### src/rtl/qau_div_stage.sv
// One restoring-division step used by the pipelined dividers.
// Depends on nothing beyond plain logic.
`default_nettype none
module qau_div_stage (
    input  wire logic [65:0] rem_in,
    input  wire logic        num_bit,
    input  wire logic [65:0] den,
    output logic      [65:0] rem_out,
    output logic             q_bit
);
    logic [66:0] trial;

    // shift in one numerator bit and try to subtract
    always_comb begin
        trial = {rem_in, num_bit};
        if (trial >= {1'b0, den}) begin
            rem_out = 66'(trial - {1'b0, den});
            q_bit = 1'b1;
        end else begin
            rem_out = trial[65:0];
            q_bit = 1'b0;
        end
    end
endmodule
`default_nettype wire
### config.mk
export PLATFORM = sky130hd
export DESIGN_NAME = qau_div_stage
export DESIGN_NICKNAME = d
export VERILOG_FILES = /design/src/rtl/qau_div_stage.sv
export SDC_FILE = /design/constraint.sdc
export NUM_CORES = 1
export LEC_CHECK = 0
export BUFFER_PORTS_ARGS = -buffer_cell sky130_fd_sc_hd__clkbuf_2
export CAP_MARGIN = 25
export CORE_MARGIN = 4
export CORE_UTILIZATION = 30
export DETAILED_ROUTE_END_ITERATION = 10
export SLEW_MARGIN = 10
export SYNTH_ARGS = -nofsm -noshare
export SYNTH_HDL_FRONTEND = slang
export SYNTH_SLANG_ARGS = --single-unit
### constraint.sdc
create_clock -name vclk -period 7.8
set_input_delay 1.56 -clock vclk [all_inputs]
set_output_delay 1.56 -clock vclk [all_outputs]
set_load 0.005 [all_outputs]
* Word level (Yosys, flattened, before mapping)
Cells that the tools add are included.
Operators by class: add/sub/neg operators 1, order comparisons 1, mux-type cells 2
Operator list (number):
- >= comparator 67 x 66 -> 1 bit | 1
- two-way mux 66 bit | 1
- subtractor 66 bit | 1
- two-way mux 1 bit | 1
Storage, ports and cells: register bits 0, input port bits 133, output and inout port bits 67, word-level logic and storage cells 4

* Logic depth before layout (Yosys ltp)
depth in word-level cells 2, gate-level depth with buffers 15, depth with buffers taken out 13

* Worst setup path after synthesis
OpenSTA, ideal clock, no wires.
path kind input to output, start point input den[44], end point output rem_out[33], arrival time 3.878 ns, required time 6.240 ns, path slack 2.362 ns, cell stages on the path 13, path buffers 2, cell sequence inv_1 > ha_1 > buf_2 > nand2_1 > or4_4 > nor2_2 > nand4_1 > o31a_1 > a21bo_4 > o21ai_4 > inv_4 > buf_6 > mux2_1
On the way: longest elaborated chain between the ends 2
Ends and longest elaborated chain:
- from (decl) | line 7 | input wire logic [65:0] den,
- >= comparator 67 x 66 -> 1 bit | line 16 | if (trial >= {1'b0, den}) begin
- two-way mux 66 bit | line 16
- to (decl) | line 8 | output logic [65:0] rem_out,
No other way between the ends.

* Worst setup path in the final report
start point input den[26], end point output rem_out[7]
Same word-level chain as after synthesis.

==> flow_summary_export.csv <==
group,metric,value,unit
outcome,status,"complete, no violations",
sta,finalCritPeriodShare,0.832,
routing,vias_per_cell,5.22,
routing,routed-via-count,6360,
layout,nClkBuffers,0,
global_route,grt_pass1_vias,6153,
placement,port_buffers,200,
pwr,pwr-share-seq,0,
sta,rsz0062_at_grt,"false",
die,start_util,0.310,
global_route,grt.overflow.total,0,
die,fp.dieW,140,µm
pwr,p_int,0.000251,W
critical_path,start_kind,"input port",
sta,slew_headroom,0.447,
pwr,combPwrFrac,1.000,
layout,area_growth,20.6,%
global_route,grt_pass1_wl,29800,µm
clocking,postCtsSetupRepairBufs,0,
clocking,holdBufCountCts,0,
die,ioPinCount,200,
layout,final_cell_mix,"clkbuf_2 (200), a21oi_1 (116), nand2_1 (96), inv_1 (94), nor2_1 (71)",
placement,dp_cells,1218,
die,coreArea,16800,µm²
pwr,ir_drop,0.0395,mV
critical_path,crit_fanout,76,
routing,drt_iter0_markers,357,
global_route,track_usage,0.177,
critical_path,path_cells,"clkbuf_2, inv_1, ha_1, nand4_2, nor4_2, inv_1, a2111oi_4, o31ai_1, a21oi_2, o21ai_4, inv_4, buf_4, nor2_1, a21oi_1, clkbuf_2",
routing,ant_nets,0,
synth,syn_inst,837,
placement,dp_hpwl,16100,µm
layout,multi_input_area,4620,µm²
min_path,hold_path_class,"input port to output pin",
sta,fin_setup_tns,0,ps
layout,antenna_cells,0,
die,num_rows,47,
synth,syn-cell-area,5200,µm²
sta,whs,3400,ps
sta,setup_violations,0,
job,drv_cap,0,
die,die_h,140,µm
critical_path,slowest_delay,610,ps
pwr,pwr_density_cell,94.7,nW/µm²
routing,wl,18600,µm
placement,gp_congestion,0.892,
pwr,p_switching,0.000342,W
synth,seq_area_frac_synth,0,
synth,synth_cell_type_count,68,
min_path,hold_start,"rem_in[42]",
layout,final_cells,1218,
layout,fin_nets,1200,
die,dieArea,19500,µm²
layout,drive_gt1_frac,0.236,
global_route,grt_max_degree,77,
critical_path,slowest_stage,"inv_4",
pwr,cellLeakagePower,3.20,nW
layout,fillCellCount,1901,
pwr,p_sw_frac,0.577,
critical_path,arrival,4930,ps
synth,synth_nets,1037,
routing,drt_first_pass_iters,5,
critical_path,endpoint_kind,"output pin",
sta,hold_viol_final,0,
clocking,post_cts_resized,0,
sta,tightestPinTransition,829,ps
routing,drc_errors,0,
sta,fin_crit,6490,ps
routing,wl_per_cell,15.3,µm
layout,final_util,0.374,
sta,fmax,154,MHz
sta,slew_violations,0,
critical_path,worstPathRequired,6240,ps
critical_path,critPathKind,"input port to output pin",
pwr,p_clk_frac,0,
synth,postSynthAreaPerCell,6.21,µm²
global_route,antenna_found_initial,0,
synth,yosys_warnings,0,
layout,seq_area,0,µm²
layout,final_common_cell,"clkbuf_2",
layout,seq_cell_count,0,
critical_path,crit_start,"den[26]",
## cells by family after synthesis
logic type,after synthesis,share of synthesized area
adder cells (fa/ha/maj),67,0.163
multiplexers,2,0.00433
AND/OR/NAND/NOR,272,0.247
AO/OA/AOI/OAI,308,0.387
XOR/XNOR,52,0.0876
buffers and inverters,136,0.112
## worst paths after layout
check | end | slack (ps) | cells past startpoint
worst max-delay path | rem_out[7] | 1310 | 15
worst min-delay path | rem_out[43] | 3400 | 4
## worst max-delay path: cells and delay by family
kind | cells | cell delay [ps]
simple gates | 3 | 620
buf+inv | 6 | 1320
compound gates | 5 | 1020
fa+ha+maj | 1 | 400
## stage by stage
stage	power, W	instance area (µm²)	worst slack [ps]
after floorplan	0.000397	5200	2360
after global placement	0.000592	6270	1380
after detailed placement	0.000592	6270	1280
after CTS	0.000596	6270	1270
after global routing	0.000661	6270	974
final	0.000593	6270	1310
## layout make-up
class              count  share of cell area
multi-input cells    701               0.737
well taps            220              0.0439
inverters             95              0.0573
repair buffers       202               0.162
## routing by layer
metal  global-route usage  up-vias  part of all wire
met5                    0        -                 0
met4               0.0143        0            0.0079
met3              0.00961       14             0.050
met2                0.325      185              0.48
met1                0.238     2842              0.46
li1                     -     3319                 -
## power groups by stage
stage	Combinational (W)	Sequential (W)	Clock [W]
CTS	0.000596	0	0
global placement	0.000592	0	0
global route	0.000661	0	0
finish	0.000593	0	0
floorplan	0.000397	0	0
detailed placement	0.000592	0	0
## synth_stat cells (all sizes together), types with 3 or more instances
cell type,n,share of area
o31ai,11,0.016
inv,95,0.069
nor3,20,0.019
ha,66,0.16
o21ai,51,0.051
nor2,78,0.060
and2,3,0.0036
o211ai,11,0.016
nor4,5,0.0072
a21boi,3,0.0043
a311oi,4,0.0079
a31oi,6,0.0072
or4,3,0.0051
nand4,28,0.035
nor3b,6,0.011
o21bai,14,0.020
a21oi,124,0.13
a211oi,10,0.015
nand3,13,0.013
o211a,5,0.0096
nand2b,4,0.0048
a21o,24,0.035
o221ai,4,0.0067
xor2,24,0.040
and3,6,0.0072
nor2b,5,0.0060
clkbuf,17,0.013
xnor2,28,0.047
nand2,96,0.069
a211o,3,0.0051
o21a,18,0.026
buf,24,0.030
Note: power is estimated with default switching activity, not from simulation.
